`src/hw/rtl/dht_pkg.sv`:
```
`timescale 1ns / 1ps

package dht_pkg;

    localparam int PRIME_W    = 6;
    localparam int SLOT_OUT_W = 5;
    localparam int STATUS_W   = 2;
    localparam int PROBES_W   = 6;
    localparam int DIGIT_BITS = 4;

    localparam logic [PRIME_W-1:0] HASH_PRIME_RESET = 6'd31;
    localparam logic [PRIME_W-1:0] MIN_PRIME        = 6'd2;

    typedef enum logic [STATUS_W-1:0] {
        ST_STORED = 2'd0,
        ST_FULL   = 2'd1,
        ST_ZERO   = 2'd2
    } status_t;

    typedef enum logic [1:0] {
        F_IDLE,
        F_DIV,
        F_RED,
        F_PUSH
    } front_state_t;

    typedef enum logic [1:0] {
        B_CLEAR,
        B_IDLE,
        B_CHECK
    } back_state_t;

endpackage

```
`src/hw/rtl/dht_front.sv`:
```
`timescale 1ns / 1ps

module dht_front #(
    parameter int TABLE_SIZE = 32,
    parameter int KEY_BITS   = 16,
    parameter int SLOT_W     = 5
) (
    input  logic                         aclk,
    input  logic                         aresetn,
    input  logic                         s_valid,
    output logic                         s_ready,
    input  logic [KEY_BITS-1:0]          s_key,
    input  logic [dht_pkg::PRIME_W-1:0]  hash_prime,
    input  logic                         hold,
    output logic                         q_valid,
    input  logic                         q_ready,
    output logic [2*SLOT_W:0]            q_data
);
    import dht_pkg::*;

    localparam int NSTEP   = (KEY_BITS + DIGIT_BITS - 1) / DIGIT_BITS;
    localparam int PAD_W   = NSTEP * DIGIT_BITS;
    localparam int CNT_W   = (NSTEP > 1) ? $clog2(NSTEP) : 1;
    localparam int TS_CLIP = (TABLE_SIZE > 64) ? 64 : TABLE_SIZE;
    localparam logic [PRIME_W:0] TS_CMP = TS_CLIP[PRIME_W:0];
    localparam logic [CNT_W-1:0] CNT_LAST = CNT_W'(NSTEP - 1);

    front_state_t        state_reg, state_next;
    logic [PAD_W-1:0]    key_sh_reg;
    logic [PRIME_W-1:0]  prime_reg;
    logic [PRIME_W-1:0]  rem_reg;
    logic [PRIME_W-1:0]  home_reg;
    logic [PRIME_W-1:0]  step_reg;
    logic                zero_reg;
    logic [CNT_W-1:0]    cnt_reg;

    logic                accept;
    logic [PRIME_W-1:0]  rem_div;
    logic                home_ge;
    logic                step_ge;
    logic                red_done;

    assign accept = s_valid && s_ready;

    // Restoring remainder, one digit of the key per cycle.
    always_comb begin
        logic [PRIME_W:0] r;
        r = {1'b0, rem_reg};
        for (int d = 0; d < DIGIT_BITS; d++) begin
            r = {r[PRIME_W-1:0], key_sh_reg[PAD_W-1-d]};
            if (r >= {1'b0, prime_reg}) begin
                r = r - {1'b0, prime_reg};
            end
        end
        rem_div = r[PRIME_W-1:0];
    end

    assign home_ge  = {1'b0, home_reg} >= TS_CMP;
    assign step_ge  = {1'b0, step_reg} >= TS_CMP;
    assign red_done = !home_ge && !step_ge;

    always_comb begin
        state_next = state_reg;
        case (state_reg)
            F_IDLE: begin
                if (accept) begin
                    state_next = (s_key == '0) ? F_PUSH : F_DIV;
                end
            end
            F_DIV: begin
                if (cnt_reg == CNT_LAST) begin
                    state_next = F_RED;
                end
            end
            F_RED: begin
                if (red_done) begin
                    state_next = F_PUSH;
                end
            end
            F_PUSH: begin
                if (q_ready) begin
                    state_next = F_IDLE;
                end
            end
            default: state_next = F_IDLE;
        endcase
    end

    always_comb begin
        s_ready = 1'b0;
        q_valid = 1'b0;
        case (state_reg)
            F_IDLE:  s_ready = !hold;
            F_PUSH:  q_valid = 1'b1;
            default: begin
                s_ready = 1'b0;
                q_valid = 1'b0;
            end
        endcase
    end

    assign q_data = {zero_reg, SLOT_W'(home_reg), SLOT_W'(step_reg)};

    always_ff @(posedge aclk) begin
        if (!aresetn) begin
            state_reg <= F_IDLE;
        end else begin
            state_reg <= state_next;
        end
    end

    always_ff @(posedge aclk) begin
        case (state_reg)
            F_IDLE: begin
                if (accept) begin
                    key_sh_reg <= PAD_W'(s_key);
                    prime_reg  <= (hash_prime < MIN_PRIME) ? MIN_PRIME : hash_prime;
                    rem_reg    <= '0;
                    cnt_reg    <= '0;
                    zero_reg   <= (s_key == '0);
                end
            end
            F_DIV: begin
                rem_reg    <= rem_div;
                key_sh_reg <= key_sh_reg << DIGIT_BITS;
                cnt_reg    <= cnt_reg + 1'b1;
                home_reg   <= rem_div;
                step_reg   <= prime_reg - rem_div;
            end
            F_RED: begin
                if (home_ge) begin
                    home_reg <= home_reg - TS_CMP[PRIME_W-1:0];
                end
                if (step_ge) begin
                    step_reg <= step_reg - TS_CMP[PRIME_W-1:0];
                end
            end
            default: begin
            end
        endcase
    end

endmodule

```
`src/hw/rtl/dht_queue.sv`:
```
`timescale 1ns / 1ps

module dht_queue #(
    parameter int WIDTH = 11
) (
    input  logic             aclk,
    input  logic             aresetn,
    input  logic             in_valid,
    output logic             in_ready,
    input  logic [WIDTH-1:0] in_data,
    output logic             out_valid,
    input  logic             out_ready,
    output logic [WIDTH-1:0] out_data
);
    logic [WIDTH-1:0] entry_reg [2];
    logic [1:0]       count_reg;
    logic             wr_ptr_reg;
    logic             rd_ptr_reg;
    logic             push;
    logic             pop;

    assign in_ready  = (count_reg != 2'd2);
    assign out_valid = (count_reg != 2'd0);
    assign out_data  = entry_reg[rd_ptr_reg];
    assign push      = in_valid && in_ready;
    assign pop       = out_valid && out_ready;

    always_ff @(posedge aclk) begin
        if (!aresetn) begin
            count_reg  <= 2'd0;
            wr_ptr_reg <= 1'b0;
            rd_ptr_reg <= 1'b0;
        end else begin
            if (push) begin
                wr_ptr_reg <= !wr_ptr_reg;
            end
            if (pop) begin
                rd_ptr_reg <= !rd_ptr_reg;
            end
            if (push && !pop) begin
                count_reg <= count_reg + 2'd1;
            end else if (pop && !push) begin
                count_reg <= count_reg - 2'd1;
            end
        end
    end

    always_ff @(posedge aclk) begin
        if (push) begin
            entry_reg[wr_ptr_reg] <= in_data;
        end
    end

endmodule

```
`src/hw/rtl/dht_back.sv`:
```
`timescale 1ns / 1ps

module dht_back #(
    parameter int TABLE_SIZE = 32,
    parameter int SLOT_W     = 5
) (
    input  logic                           aclk,
    input  logic                           aresetn,
    input  logic                           q_valid,
    output logic                           q_ready,
    input  logic [2*SLOT_W:0]              q_data,
    output logic                           clearing,
    output logic                           m_valid,
    input  logic                           m_ready,
    output logic [dht_pkg::SLOT_OUT_W-1:0] m_slot,
    output logic [dht_pkg::STATUS_W-1:0]   m_status,
    output logic [dht_pkg::PROBES_W-1:0]   m_probes
);
    import dht_pkg::*;

    localparam logic [SLOT_W:0]   TS_EXT = (SLOT_W + 1)'(TABLE_SIZE);
    localparam logic [SLOT_W-1:0] TS_M1  = SLOT_W'(TABLE_SIZE - 1);

    // One occupancy bit per table slot.
    logic                  occ_mem [TABLE_SIZE];
    logic                  occ_rd_reg;

    back_state_t           state_reg, state_next;
    logic [SLOT_W-1:0]     clr_reg;
    logic [SLOT_W-1:0]     pos_reg;
    logic [SLOT_W-1:0]     step_reg;
    logic [SLOT_W-1:0]     tries_reg;
    logic                  m_valid_reg;
    logic [SLOT_OUT_W-1:0] slot_reg;
    status_t               status_reg;
    logic [PROBES_W-1:0]   probes_reg;

    logic                  item_zero;
    logic [SLOT_W-1:0]     item_home;
    logic [SLOT_W-1:0]     item_step;
    logic [SLOT_W:0]       pos_sum;
    logic [SLOT_W:0]       pos_adv;
    logic [SLOT_W-1:0]     pos_next;
    logic                  out_free;

    logic                  q_pop;
    logic                  mem_we;
    logic [SLOT_W-1:0]     mem_waddr;
    logic                  mem_wdata;
    logic [SLOT_W-1:0]     rd_addr;
    logic                  res_load;
    status_t               res_status;
    logic [SLOT_OUT_W-1:0] res_slot;
    logic [PROBES_W-1:0]   res_probes;
    logic                  advance;

    assign item_zero = q_data[2*SLOT_W];
    assign item_home = q_data[2*SLOT_W-1:SLOT_W];
    assign item_step = q_data[SLOT_W-1:0];

    assign pos_sum  = {1'b0, pos_reg} + {1'b0, step_reg};
    assign pos_adv  = (pos_sum >= TS_EXT) ? (pos_sum - TS_EXT) : pos_sum;
    assign pos_next = pos_adv[SLOT_W-1:0];
    assign out_free = !m_valid_reg || m_ready;

    always_comb begin
        state_next = state_reg;
        case (state_reg)
            B_CLEAR: begin
                if (clr_reg == TS_M1) begin
                    state_next = B_IDLE;
                end
            end
            B_IDLE: begin
                if (q_valid && out_free && !item_zero) begin
                    state_next = B_CHECK;
                end
            end
            B_CHECK: begin
                if (!occ_rd_reg || (tries_reg == TS_M1)) begin
                    state_next = B_IDLE;
                end
            end
            default: state_next = B_IDLE;
        endcase
    end

    always_comb begin
        q_pop      = 1'b0;
        mem_we     = 1'b0;
        mem_waddr  = pos_reg;
        mem_wdata  = 1'b1;
        rd_addr    = pos_next;
        res_load   = 1'b0;
        res_status = ST_STORED;
        res_slot   = '0;
        res_probes = '0;
        advance    = 1'b0;
        clearing   = 1'b0;
        case (state_reg)
            B_CLEAR: begin
                clearing  = 1'b1;
                mem_we    = 1'b1;
                mem_waddr = clr_reg;
                mem_wdata = 1'b0;
            end
            B_IDLE: begin
                q_pop   = q_valid && out_free;
                rd_addr = item_home;
                if (q_pop && item_zero) begin
                    res_load   = 1'b1;
                    res_status = ST_ZERO;
                end
            end
            B_CHECK: begin
                if (!occ_rd_reg) begin
                    mem_we     = 1'b1;
                    res_load   = 1'b1;
                    res_status = ST_STORED;
                    res_slot   = SLOT_OUT_W'(pos_reg);
                    res_probes = PROBES_W'(tries_reg);
                end else if (tries_reg == TS_M1) begin
                    res_load   = 1'b1;
                    res_status = ST_FULL;
                    res_probes = PROBES_W'(TABLE_SIZE);
                end else begin
                    advance = 1'b1;
                end
            end
            default: begin
            end
        endcase
    end

    assign q_ready  = q_pop;
    assign m_valid  = m_valid_reg;
    assign m_slot   = slot_reg;
    assign m_status = status_reg;
    assign m_probes = probes_reg;

    always_ff @(posedge aclk) begin
        if (mem_we) begin
            occ_mem[mem_waddr] <= mem_wdata;
        end
        occ_rd_reg <= occ_mem[rd_addr];
    end

    always_ff @(posedge aclk) begin
        if (!aresetn) begin
            state_reg   <= B_CLEAR;
            clr_reg     <= '0;
            m_valid_reg <= 1'b0;
        end else begin
            state_reg <= state_next;
            if (state_reg == B_CLEAR) begin
                clr_reg <= clr_reg + 1'b1;
            end
            if (res_load) begin
                m_valid_reg <= 1'b1;
            end else if (m_ready) begin
                m_valid_reg <= 1'b0;
            end
        end
    end

    always_ff @(posedge aclk) begin
        if (q_pop) begin
            pos_reg   <= item_home;
            step_reg  <= item_step;
            tries_reg <= '0;
        end else if (advance) begin
            pos_reg   <= pos_next;
            tries_reg <= tries_reg + 1'b1;
        end
        if (res_load) begin
            slot_reg   <= res_slot;
            status_reg <= res_status;
            probes_reg <= res_probes;
        end
    end

    assert property (@(posedge aclk) disable iff (!aresetn)
        (state_reg == B_CLEAR) |-> !q_ready)
        else $error("queue popped during clearing pass");

    assert property (@(posedge aclk) disable iff (!aresetn)
        res_load |-> out_free)
        else $error("result loaded over an untaken result");

    assert property (@(posedge aclk) disable iff (!aresetn)
        (state_reg == B_CHECK && mem_we) |=> m_valid_reg)
        else $error("stored key produced no result");

    assert property (@(posedge aclk) disable iff (!aresetn)
        clearing |-> !m_valid_reg)
        else $error("result pending during clearing pass");

endmodule

```
`src/hw/rtl/double_hash_table_insert.sv`:
```
`timescale 1ns / 1ps

// Channel  Ports                                      Word
// input    s_valid s_ready s_key                      one key to insert
// result   m_valid m_ready m_slot m_status m_probes   one insert outcome per key
// config   cfg_valid cfg_ready cfg_hash_prime         hash prime register
//
// In the front a key is accepted, divided in the remainder unit one digit of the key at a time,
// has home and step reduced to the table size, and is pushed, waiting while the queue is full.
// A zero key skips the remainder and the reduction.
// The back takes the word from the queue and then examines the slots one after another.
// After reset the occupancy memory is cleared one slot at a time; no key is taken then.
// A two-word queue between front and back and the result register let each side stall alone.

module double_hash_table_insert #(
    parameter int TABLE_SIZE = 32,
    parameter int KEY_BITS   = 16
) (
    input  logic                           aclk,
    input  logic                           aresetn,
    input  logic                           s_valid,
    output logic                           s_ready,
    input  logic [KEY_BITS-1:0]            s_key,
    output logic                           m_valid,
    input  logic                           m_ready,
    output logic [dht_pkg::SLOT_OUT_W-1:0] m_slot,
    output logic [dht_pkg::STATUS_W-1:0]   m_status,
    output logic [dht_pkg::PROBES_W-1:0]   m_probes,
    input  logic                           cfg_valid,
    output logic                           cfg_ready,
    input  logic [dht_pkg::PRIME_W-1:0]    cfg_hash_prime
);
    import dht_pkg::*;

    localparam int SLOT_W = $clog2(TABLE_SIZE);
    localparam int ITEM_W = 2 * SLOT_W + 1;

    logic [PRIME_W-1:0] hash_prime_reg;
    logic               clearing;
    logic               fq_valid;
    logic               fq_ready;
    logic [ITEM_W-1:0]  fq_data;
    logic               qb_valid;
    logic               qb_ready;
    logic [ITEM_W-1:0]  qb_data;

    assign cfg_ready = aresetn;

    always_ff @(posedge aclk) begin
        if (!aresetn) begin
            hash_prime_reg <= HASH_PRIME_RESET;
        end else if (cfg_valid && cfg_ready) begin
            hash_prime_reg <= cfg_hash_prime;
        end
    end

    dht_front #(
        .TABLE_SIZE (TABLE_SIZE),
        .KEY_BITS   (KEY_BITS),
        .SLOT_W     (SLOT_W)
    ) u_front (
        .aclk       (aclk),
        .aresetn    (aresetn),
        .s_valid    (s_valid),
        .s_ready    (s_ready),
        .s_key      (s_key),
        .hash_prime (hash_prime_reg),
        .hold       (clearing),
        .q_valid    (fq_valid),
        .q_ready    (fq_ready),
        .q_data     (fq_data)
    );

    dht_queue #(
        .WIDTH (ITEM_W)
    ) u_queue (
        .aclk      (aclk),
        .aresetn   (aresetn),
        .in_valid  (fq_valid),
        .in_ready  (fq_ready),
        .in_data   (fq_data),
        .out_valid (qb_valid),
        .out_ready (qb_ready),
        .out_data  (qb_data)
    );

    dht_back #(
        .TABLE_SIZE (TABLE_SIZE),
        .SLOT_W     (SLOT_W)
    ) u_back (
        .aclk     (aclk),
        .aresetn  (aresetn),
        .q_valid  (qb_valid),
        .q_ready  (qb_ready),
        .q_data   (qb_data),
        .clearing (clearing),
        .m_valid  (m_valid),
        .m_ready  (m_ready),
        .m_slot   (m_slot),
        .m_status (m_status),
        .m_probes (m_probes)
    );

endmodule

```
`config.mk`:
```
export PLATFORM = sky130hd
export DESIGN_NAME = double_hash_table_insert
export DESIGN_NICKNAME = d
export VERILOG_FILES = /design/src/hw/rtl/dht_pkg.sv /design/src/hw/rtl/dht_front.sv /design/src/hw/rtl/dht_queue.sv /design/src/hw/rtl/dht_back.sv /design/src/hw/rtl/double_hash_table_insert.sv
export SDC_FILE = /design/constraint.sdc
export NUM_CORES = 1
export LEC_CHECK = 0
export ABC_AREA = 1
export BUFFER_PORTS_ARGS = -buffer_cell sky130_fd_sc_hd__clkbuf_2
export CELL_PAD_IN_SITES_DETAIL_PLACEMENT = 0
export CELL_PAD_IN_SITES_GLOBAL_PLACEMENT = 1
export CORE_MARGIN = 2
export CORE_UTILIZATION = 52
export CTS_CLUSTER_SIZE = 14
export DETAILED_ROUTE_END_ITERATION = 8
export GPL_TIMING_DRIVEN = 0
export PLACE_DENSITY = 0.85
export SETUP_SLACK_MARGIN = 0.4
export SYNTH_ARGS = -nofsm -noshare
export SYNTH_HDL_FRONTEND = slang
export SYNTH_HIERARCHICAL = 1
export SYNTH_SLANG_ARGS = --single-unit
export TNS_END_PERCENT = 100
```
`constraint.sdc`:
```
create_clock -name aclk -period 10.5 [get_ports aclk]
set_input_delay 0.525 -clock aclk [delete_from_list [all_inputs] [get_ports aclk]]
set_output_delay 0.525 -clock aclk [all_outputs]
set_load 0.01 [all_outputs]
```
Word-level counts from Yosys, hierarchy flattened. Memory sizes are Yosys's and may differ from the RTL's. A register that Yosys moved wholly into a read port is not among the register bits. Cells that the tools add are included.

Output and inout port bits: 16. Bits of input ports: 27. Memory bits (writable): 54. Flip-flop bits (word level): 91. Memories: 2.

$lt $le $gt $ge: 8. Bitwise logic cells: 1. Mux-type cells: 59. Reduce and logical (&&, ||, !) cells: 39. Eq/ne operators: 18. $add $sub $neg: 14.

Memories: u_back.occ_mem (words 32, width 1, read ports 1, clocked after Yosys merged registers in 1, wr ports 1, line dht_back.sv:25) `logic occ_mem [TABLE_SIZE];`; u_queue.entry_reg (words 2, width 11, read ports 1, clocked after Yosys merged registers in 1, wr ports 1, line dht_queue.sv:15) `logic [WIDTH-1:0] entry_reg [2];`.

Operator list (number): 6-bit two-way mux (8); 6-bit one-hot mux with 2 select lines (3); 16-bit one-hot mux with 2 select lines (1); 5-bit two-way mux (6); 6-bit subtractor (5); 7-bit by 6-bit greater-or-equal comparator with 1-bit output (4); 2-bit two-way mux (13); 1-bit two-way mux (21); 6-bit greater-or-equal comparator, second input constant (3); 2-bit by 1-bit inequality test with 1-bit output, second input constant (9); 16-bit logical NOT (1); 16-bit two-way mux (1); 2-bit nonzero test (6); 6-bit subtractor, second input constant (2); 5-bit by 1-bit adder with 5-bit output, second input constant (2); 5-bit == test, second input constant (2); 1-bit logical AND (10); 1-bit logical NOT (10); 2-bit AND reduction (5); 2-bit == test, second input constant (4); 2-bit one-hot mux with 2 select lines (2); 2-bit one-hot mux with 4 select lines (1); 5-bit by 5-bit adder with 6-bit output (1); 6-bit by 2-bit less-than comparator with 1-bit output, second input constant (1); other kinds (13) (18).

Logic depth before layout (Yosys ltp). Gate-level depths: netlist of run 1.

Depth in word-level cells: 10. Depth in mapped cells: 53. Gate-level depth less buffers: 52.

Hierarchy. The synthesis of run 1 kept the hierarchy.

By module, submodules not included: dht_front (cells an instance 452, instances 1, area an instance 3718.6 um^2, seq. area each 1331.3 um^2); dht_back (cells an instance 386, instances 1, area an instance 3475.8 um^2, seq. area each 1931.9 um^2); dht_queue (cells an instance 71, instances 1, area an instance 1047.3 um^2, seq. area each 760.7 um^2); double_hash_table_insert (cells an instance 29, instances 1, area an instance 244.0 um^2, seq. area each 120.1 um^2).

Least setup slack after synthesis of run 1. No wires, ideal clock.

Kind: reg-to-reg. Start point: register u_front.prime_reg[1]. End point: register u_front.step_reg[5], data pin. Arrival time: 6.707 ns. Stages on the path, launching flop included: 45. Path buffers: 1. Period minus slack after synthesis: 6.960 ns. Required time: 10.247 ns. Slack: 3.540 ns. Cell sequence: edfxtp_1 inv_1 ha_1 nand2_1 nor2_1 nand2_2 nand3_4 mux2_2 ha_1 nand2_1 nand2_1 nand2_1 nand3_2 a21oi_4 nand3_4 inv_1 nand2_1 o21ai_0 (+9 left out) nand2_1 ha_1 a21oi_1 o31ai_1 inv_1 o21a_1 nor2_1 nor3b_1 nand3_2 buf_6 o21ai_0 ha_1 nand4_1 nand3_1 nand2_1 nand2_1 nand2_1 nand2_1.

Word-level cells in the longest chain between the ends: 10. Elaborated cells on any way between the ends: 14. Those cells by class: add/sub: 5; order compare: 4; mux: 5.

Ends and longest elaborated chain: from (decl) (line dht_front.sv:30) `logic [PRIME_W-1:0] prime_reg;`; from (signal assigned) (line dht_front.sv:117) `prime_reg <= (hash_prime < MIN_PRIME) ? MIN_PRIME : hash_prime;`; 6-bit subtractor / 7-bit by 6-bit greater-or-equal comparator with 1-bit output (equally long branches) (line dht_front.sv:52, dht_front.sv:51); 6-bit two-way mux (line dht_front.sv:51) `if (r >= {1'b0, prime_reg}) begin`; 6-bit subtractor / 7-bit by 6-bit greater-or-equal comparator with 1-bit output (equally long branches) (line dht_front.sv:52, dht_front.sv:51); 6-bit two-way mux (line dht_front.sv:51); 6-bit subtractor / 7-bit by 6-bit greater-or-equal comparator with 1-bit output (equally long branches) (line dht_front.sv:52, dht_front.sv:51); 6-bit two-way mux (line dht_front.sv:51); 6-bit subtractor / 7-bit by 6-bit greater-or-equal comparator with 1-bit output (equally long branches) (line dht_front.sv:52, dht_front.sv:51); 6-bit two-way mux (line dht_front.sv:51); 6-bit subtractor * (line dht_front.sv:128) `step_reg <= prime_reg - rem_div;`; 6-bit one-hot mux with 2 select lines * (line dht_front.sv:113) `case (state_reg)`; to (signal assigned) (line dht_front.sv:128); to (signal assigned) (line dht_front.sv:135) `step_reg <= step_reg - TS_CMP[PRIME_W-1:0];`; to (decl) (line dht_front.sv:33) `logic [PRIME_W-1:0] step_reg;`.

Mark *: on every way between the ends. The rest lies on a longest branch, timed or not. A chain may end at the register's enable or synchronous reset.

Worst setup path after layout of run 1. Ends and elaborated chain as after synthesis.

==> results.tsv, run 1 <==
metric	value	unit
outcome	complete, no violations	
grt_max_degree	41	
ys_seq_area_share	48.8	%
ys_ff_latch	147	
grt-ovfl-total	0	
rows	46	
clk_pin_slew	0.06	ns
synth.net_count	1018	
min_period	8.23	ns
portBuffers	41	
cts_sinks	147	
largest_reg_flops	32	
hold_viol_final	0	
rsz0062_at_grt	false	
hp-class	in2reg	
path_class	reg2reg	
ctsResizeCount	0	
drv_slew	0	
relSlewSlack	29.3	%
yosysWarnings	6	
via_count	6303	
grt_util_all_layers	22.4	%
max_stage_delay	0.66	ns
cp_data_required_time	10.68	ns
die_x	132	um
initial_core_util	53.2	%
synth.distinct_cells	50	
hold_buffers	0	
crit_arrival	8.41	ns
fin_skew	0.0117	ns
drtAntennaViolNets	0	
tightest_slew	1.06	ns
worst_setup_path_end_kind	flip-flop	
dr.pass1.iters	5	
place_congestion	0.828	
crit_fanout	10	
dieHeight	132	um
syn-instance-count	938	
synthToLayoutAreaGrowth	13.3	%
totalWireLength	18200	um
drive_above_1_share	15.3	%
cts_tree	done	
clockBufferDepth	2	
dpl.hpwl	13600	um
final_nets	1079	
grt_pass1_wl	30700	um
die_area	17400	um^2
drt_iter0_markers	403	
wire_per_inst	14.9	um
via_per_inst	5.13	
antenna_found_initial	0	
setup_tns	0	ns
route.detailed.drc	0	
num_io_pins	43	
cap_viol_max_count	0	
cts_buffers	17	
grt_pass1_vias	6043	
cts-htree-levels	4	
insertion_delay	0.43	ns
finalSetupViolCount	0	
period_share	78.4	%
coreArea	15900	um^2
post-cts-setup-buffer-count	0	
start_kind	flip-flop	
syn_area	8490	um^2
avgSynthCellArea	9.05	um^2
crit_slowest_cell	edfxtp_1	
n_antenna_cell	0	
crit_top_cell	nand2_1	
timing.fmax	0.121	GHz
clockRootBuffer	clkbuf_16	
## path summary, 6_finish.rpt
check / start / endpoint / slack, ns / depth (start not counted)
setup / recovery: u_front/prime_reg[1] / u_front/step_reg[5] / 2.27 / 44
hold / removal: cfg_hash_prime[5] / hash_prime_reg[5] / 0.33 / 3
setup reg to reg: u_front/prime_reg[1] / u_front/step_reg[5] / 2.27 / 44
hold reg to reg: hash_prime_reg[1] / hash_prime_reg[1] / 0.46 / 2
## kinds of logic (layout without fill, tap and decap cells)
| kind of cell | after synthesis | count (layout) | share of synthesized area [%] |
|---|---|---|---|
| flops | 147 | 147 | 48.8 |
| fa+ha+maj | 53 | 53 | 8.35 |
| buf+inv | 167 | 241 | 8.66 |
| simple gates | 458 | 458 | 24.9 |
| compound gates | 85 | 85 | 5.93 |
| xor+xnor | 16 | 16 | 1.74 |
| mux | 12 | 12 | 1.59 |
## Yosys cell counts (all sizes together)
| master | count | share of area (%) |
|---|---|---|
| a211oi | 2 | 0.18 |
| a21boi | 1 | 0.089 |
| a21o | 1 | 0.089 |
| a21oi | 27 | 1.9 |
| a31oi | 4 | 0.29 |
| buf | 23 | 2.2 |
| clkbuf | 10 | 0.44 |
| clkinv | 2 | 0.16 |
| dfxtp | 27 | 6.4 |
| edfxtp | 120 | 42 |
| fa | 6 | 1.4 |
| ha | 47 | 6.9 |
| inv | 132 | 5.9 |
| mux2 | 12 | 1.6 |
| nand2 | 217 | 10 |
| nand3 | 97 | 6.7 |
| nand3b | 5 | 0.44 |
| nand4 | 14 | 1.0 |
| nor2 | 106 | 4.9 |
| nor3 | 8 | 0.47 |
| nor3b | 1 | 0.089 |
| nor4 | 4 | 0.29 |
| o21a | 4 | 0.35 |
| o21ai | 43 | 2.8 |
| o21bai | 2 | 0.18 |
| o31ai | 1 | 0.089 |
| or2 | 6 | 0.44 |
| xnor2 | 7 | 0.72 |
| xor2 | 9 | 1.0 |
## stage by stage
step	setup slack (ns)	instances	util [%]	hold slack, ns	area (um^2)
after floorplan	3.54	938	-	0.429	8490
after global placement	2.32	1195	56.2	0.446	8960
after detailed placement	2.22	1196	56.3	0.455	8980
after CTS	2.21	1228	60.3	0.317	9620
after global routing	1.54	1228	60.3	0.323	9620
final	2.27	1228	60.3	0.333	9620
## layer usage
metal / vias up / routed length (um) / track usage, %
met4: 0 / 244 / 5.92
li1: 3224 / - / -
met2: 157 / 8340 / 35.3
met1: 2905 / 8600 / 31.2
met3: 17 / 1060 / 5.34
met5: - / 0 / 0
## worst max-delay path, delay by kind of cell (launching register included)
kind,cells,cell delay (ns)
muxes,1,0.37
adders and majority gates,5,1.75
AOI/OAI and AO/OA,7,1.99
DFF,1,0.66
buffers and inverters,8,0.87
and+or+nand+nor,23,2.33
## placed cells by master (no fill, tap or decap), types with 17 or more instances in the layout
master     netlist  layout
nor2_1         104     104
ha_1            47      47
inv_1          126     126
edfxtp_1       120     120
clkbuf_2         0      41
o21ai_0         37      36
nand2_1        198     198
a21oi_1         24      24
nand3_1         86      86
dfxtp_1         27      27
clkbuf_16        0      17
## layout make-up
| class | instances | area [um^2] |
|---|---|---|
| plain buffers | 33 | 223 |
| clock buffers | 23 | 458 |
| clock inverters | 9 | 179 |
| fillers | 1408 | 6330 |
| inverters | 134 | 512 |
| multi-input cells | 624 | 3610 |
| flip-flops and latches | 147 | 4140 |
| well taps | 216 | 270 |
| repair buffers | 42 | 220 |
Power of run 1 is left out: the tool's default activity adds up to more than one toggle a clock period on the data nets, which glitch-free logic cannot reach.
==> run 2, diff against run 1 <==
CORE_UTILIZATION = 48   (was 52)
PLACE_DENSITY = 0.79   (was 0.85)
clock period = 8.34 ns   (was 10.5 ns; I/O delays follow)
==> run 2 against run 1 <==
Effect of this change: core utilization down 4.5 points; hold slack worse by 0.11 ns; critical path depth up 3; final area up 0.36%; sequential share of layout area down 0.16 points; setup slack worse by 1.2 ns; sequential cell count unchanged; register-to-register slack worse by 1.2 ns; global-route usage down 2.3 points; critical path type unchanged; first-iteration DRC count down 23%; die area up 8.1%; routed wire length down 1.2%.
==> results.tsv, run 2 (synthesis gave the netlist of run 1 again) <==
metric	value	unit
outcome	complete, no violations	
worstHoldPathCells	3	
drv_slew	0	
cts-htree-levels	4	
multi_input_area	3710	um^2
clk_pin_slew	0.06	ns
cts_buffers	17	
cp-startpoint	u_front/prime_reg[2]	
worst_setup_path_end_kind	flip-flop	
place_congestion	0.822	
r2r_cells	47	
fin_skew	0.00700	ns
dieHeight	137	um
worstReg2RegEnd	u_front/step_reg[5]	
grt-ovfl-total	0	
drtAntennaViolNets	0	
cts_sinks	147	
clockBufferDepth	2	
die_area	18800	um^2
final_area	9650	um^2
max_stage_delay	0.48	ns
insertion_delay	0.42	ns
min_period	7.28	ns
seq_area	4140	um^2
coreArea	17300	um^2
hold_buffers	0	
die_x	137	um
cp_data_required_time	8.51	ns
final_cell_mix	nand2_1 (198), inv_1 (123), edfxtp_1 (120), nor2_1 (103), nand3_1 (86)	
num_io_pins	43	
clockRootBuffer	clkbuf_16	
critPathCapture	u_front/step_reg[5]	
drt_iter0_markers	311	
rsz0062_at_grt	false	
start_kind	flip-flop	
initial_core_util	49.1	%
via_count	6193	
final_nets	1084	
dpl.hpwl	13500	um
final_util	55.8	%
crit_fanout	10	
tightest_slew	0.993	ns
totalWireLength	18000	um
fillers	1594	
antenna_found_initial	0	
relSlewSlack	33.6	%
cts_tree	done	
grt_util_all_layers	20.1	%
fin_ws	1.06	ns
n_antenna_cell	0	
portBuffers	41	
crit_top_cell	nand2_1	
period_share	87.2	%
synthToLayoutAreaGrowth	13.7	%
grt_pass1_vias	5883	
finalSetupViolCount	0	
reg2reg_slack	1.06	ns
timing.fmax	0.137	GHz
largest_reg_flops	32	
pre_cts_slack	-0.00980	ns
placedInstanceArea	8990	um^2
via_per_inst	4.99	
path_class	reg2reg	
wire_per_inst	14.5	um
crit_slowest_cell	edfxtp_1	
rows	48	
grt_pass1_wl	28700	um
grt_max_degree	41	
cap_viol_max_count	0	
hp-class	in2reg	
route.detailed.drc	0	
dr.pass1.iters	4	
r2r-start	u_front/prime_reg[2]	
crit_arrival	7.45	ns
drive_above_1_share	17.2	%
final_common_cell	nand2_1	
hold_viol_final	0	
run 2: worst min-delay path by stage:
| stage | endpoint | startpoint | slack [ns] |
|---|---|---|---|
| after CTS | hash_prime_reg[5] | cfg_hash_prime[5] | 0.21 |
| after global placement | hash_prime_reg[0] | hash_prime_reg[0] | 0.45 |
| after detailed placement | hash_prime_reg[1] | hash_prime_reg[1] | 0.46 |
| after global routing | hash_prime_reg[4] | cfg_hash_prime[4] | 0.23 |
| final | hash_prime_reg[5] | cfg_hash_prime[5] | 0.22 |
| after floorplan | hash_prime_reg[1] | hash_prime_reg[1] | 0.43 |
run 2: final cells by class:
type	instances	share of cell area (%)
repair buffers	47	2.67
clock buffers	22	4.60
clock inverters	10	0.830
plain buffers	33	2.31
flip-flops and latches	147	42.9
well taps	225	2.92
multi-input cells	624	38.4
inverters	134	5.33
run 2: metrics by stage:
stage / hold WS [ns] / setup TNS [ns] / std cells
floorplan: 0.429 / 0 / 938
global placement: 0.451 / 0 / 1204
detailed placement: 0.458 / -0.00980 / 1205
CTS: 0.208 / 0 / 1238
global route: 0.230 / 0 / 1242
finish: 0.220 / 0 / 1242
run 2: worst max-delay path, delay by kind of cell, from the launching register on:
| kind | cells | cell delay (ns) |
|---|---|---|
| buf+inv | 8 | 0.77 |
| mux | 1 | 0.36 |
| fa+ha+maj | 5 | 1.64 |
| compound gates | 7 | 1.31 |
| flops | 1 | 0.48 |
| simple gates | 26 | 2.46 |
run 2: metal layers:
layer / track usage [%] / vias up / wire length [um]
met3: 4.15 / 20 / 610
met2: 34.3 / 93 / 8810
met1: 25.2 / 2844 / 8280
met4: 7.22 / 0 / 312
li1: - / 3236 / -
met5: 0 / - / 0
run 2: repair_timing:
item                       4_1_cts  5_1_grt
setup endpoints to repair        5        5
gates cloned                     0        0
gates resized for setup          5       22
pin swaps                        0        3
setup buffers                    1        4
Power of run 2 is left out for the same reason.
==> run 3, diff against run 2 <==
CORE_UTILIZATION = 52   (was 48)
PLACE_DENSITY = 0.94   (was 0.79)
clock period = 9 ns   (was 8.34 ns; I/O delays follow)
==> run 3 against run 2 <==
Effect of this change: critical path depth rose by 2; global-route usage grew 0.94 points; routed wire length down 2.2%.
==> results.tsv, run 3 (synthesis gave the netlist of run 1 again) <==
metric	value	unit
clockRootBuffer	clkbuf_16	
grt_pass1_vias	6142	
clockBufferDepth	2	
dieHeight	132	um
coreArea	15900	um^2
cts_buffers	17	
initial_core_util	53.2	%
clk_pin_slew	0.06	ns
outcome	complete, no violations	
drtAntennaViolNets	0	
grt_pass1_wl	29300	um
synthToLayoutAreaGrowth	13.4	%
n_antenna_cell	0	
drv_slew	0	
cap_viol_max_count	0	
fillers	1390	
dpl.hpwl	13300	um
rsz0062_at_grt	false	
period_share	87.6	%
crit_slowest_cell	edfxtp_1	
seq_area	4140	um^2
drive_above_1_share	16.1	%
dr.pass1.iters	5	
portBuffers	41	
final_nets	1082	
crit_arrival	8.06	ns
path_class	reg2reg	
rows	46	
relSlewSlack	35.6	%
antenna_found_initial	0	
final_common_cell	nand2_1	
wire_per_inst	14.3	um
cts_tree	done	
die_area	17400	um^2
worst_setup_path_end_kind	flip-flop	
final_cell_mix	nand2_1 (198), inv_1 (126), edfxtp_1 (120), nor2_1 (104), nand3_1 (86)	
crit_fanout	10	
crit_top_cell	nand2_1	
hold_buffers	0	
place_inst	1196	
worstReg2RegEnd	u_front/step_reg[5]	
insertion_delay	0.42	ns
hp-class	in2reg	
tightest_slew	0.962	ns
hold_viol_final	0	
holdPathEnd	hash_prime_reg[5]	
fin_skew	0.00875	ns
r2r_cells	49	
cp_data_required_time	9.18	ns
reg2reg_slack	1.12	ns
drt_iter0_markers	359	
grt_max_degree	41	
via_per_inst	5.16	
via_count	6357	
num_io_pins	43	
totalWireLength	17600	um
timing.fmax	0.127	GHz
route.detailed.drc	0	
cts_sinks	147	
grt_util_all_layers	21.0	%
min_period	7.88	ns
min_from	cfg_hash_prime[5]	
setup_tns	0	ns
start_kind	flip-flop	
stdcell_count	1231	
finalSetupViolCount	0	
r2r-start	u_front/prime_reg[2]	
grt-ovfl-total	0	
max_stage_delay	0.47	ns
worstHoldPathCells	3	
final_util	60.4	%
cts-htree-levels	4	
multi_input_area	3620	um^2
place_congestion	0.864	
largest_reg_flops	32	
die_x	132	um
run 3: changes by cell type in the layout (fill, tap and decap cells not counted), moves of 2 or more:
cell       before  now
ha_1           43   47
bufinv_16       0    3
clkinv_2        2    4
ha_4            3    0
inv_1         123  126
buf_4          19   17
inv_2           7    5
clkbuf_1       15   12
o21ai_0        30   33
run 3: what timing repair did:
item | 4_1_cts | 5_1_grt
endpoints found under the setup margin | 0 | 5
buffers inserted | 0 | 3
resized for setup | 0 | 5
run 3: how the worst max path moves through the flow:
stage	startpoint	end	slack, ns	cells past startpoint
after floorplan	u_front/prime_reg[1]	u_front/step_reg[5]	2.04	44
after CTS	u_front/prime_reg[1]	u_front/step_reg[5]	0.57	46
after detailed placement	u_front/prime_reg[1]	u_front/step_reg[5]	0.63	46
after global placement	u_front/prime_reg[1]	u_front/step_reg[5]	0.67	46
after global routing	u_front/prime_reg[2]	u_front/step_reg[5]	0.38	49
final	u_front/prime_reg[2]	u_front/step_reg[5]	1.12	49
run 3: cell type report:
class	count	share of cell area, %
sequential	147	43.1
multi-input combinational	624	37.6
inverter	134	5.32
clock buffer	20	4.64
tap	216	2.81
timing repair buffer	45	2.65
buffer	33	2.31
clock inverter	12	1.61
run 3: worst max-delay path: cells and delay by family, from the launching register on:
family,cells,cell delay [ns]
AND/OR/NAND/NOR,29,2.70
flip-flops,1,0.47
multiplexers,1,0.32
AO/OA/AOI/OAI,6,1.40
buffers and inverters,8,0.94
adder cells (fa/ha/maj),5,1.79
run 3: routing by layer:
metal | part of all wire [%] | wire (um) | up-vias | global-route usage [%]
met2 | 51 | 8930 | 146 | 37.6
met3 | 3.8 | 664 | 24 | 3.88
met5 | 0 | 0 | - | 0
li1 | - | - | 3237 | -
met4 | 1.6 | 286 | 0 | 6.28
met1 | 44 | 7750 | 2950 | 26.0
run 3: per-stage QoR:
stage          hold slack [ns]  area, um^2  setup slack (ns)
3_5_place_dp             0.453        8990             0.628
3_3_place_gp             0.445        8960             0.671
5_1_grt                  0.263        9630             0.379
2_1_floorplan            0.429        8490              2.04
4_1_cts                  0.244        9590             0.573
6_report                 0.253        9630              1.12
Power of run 3 is left out for the same reason.
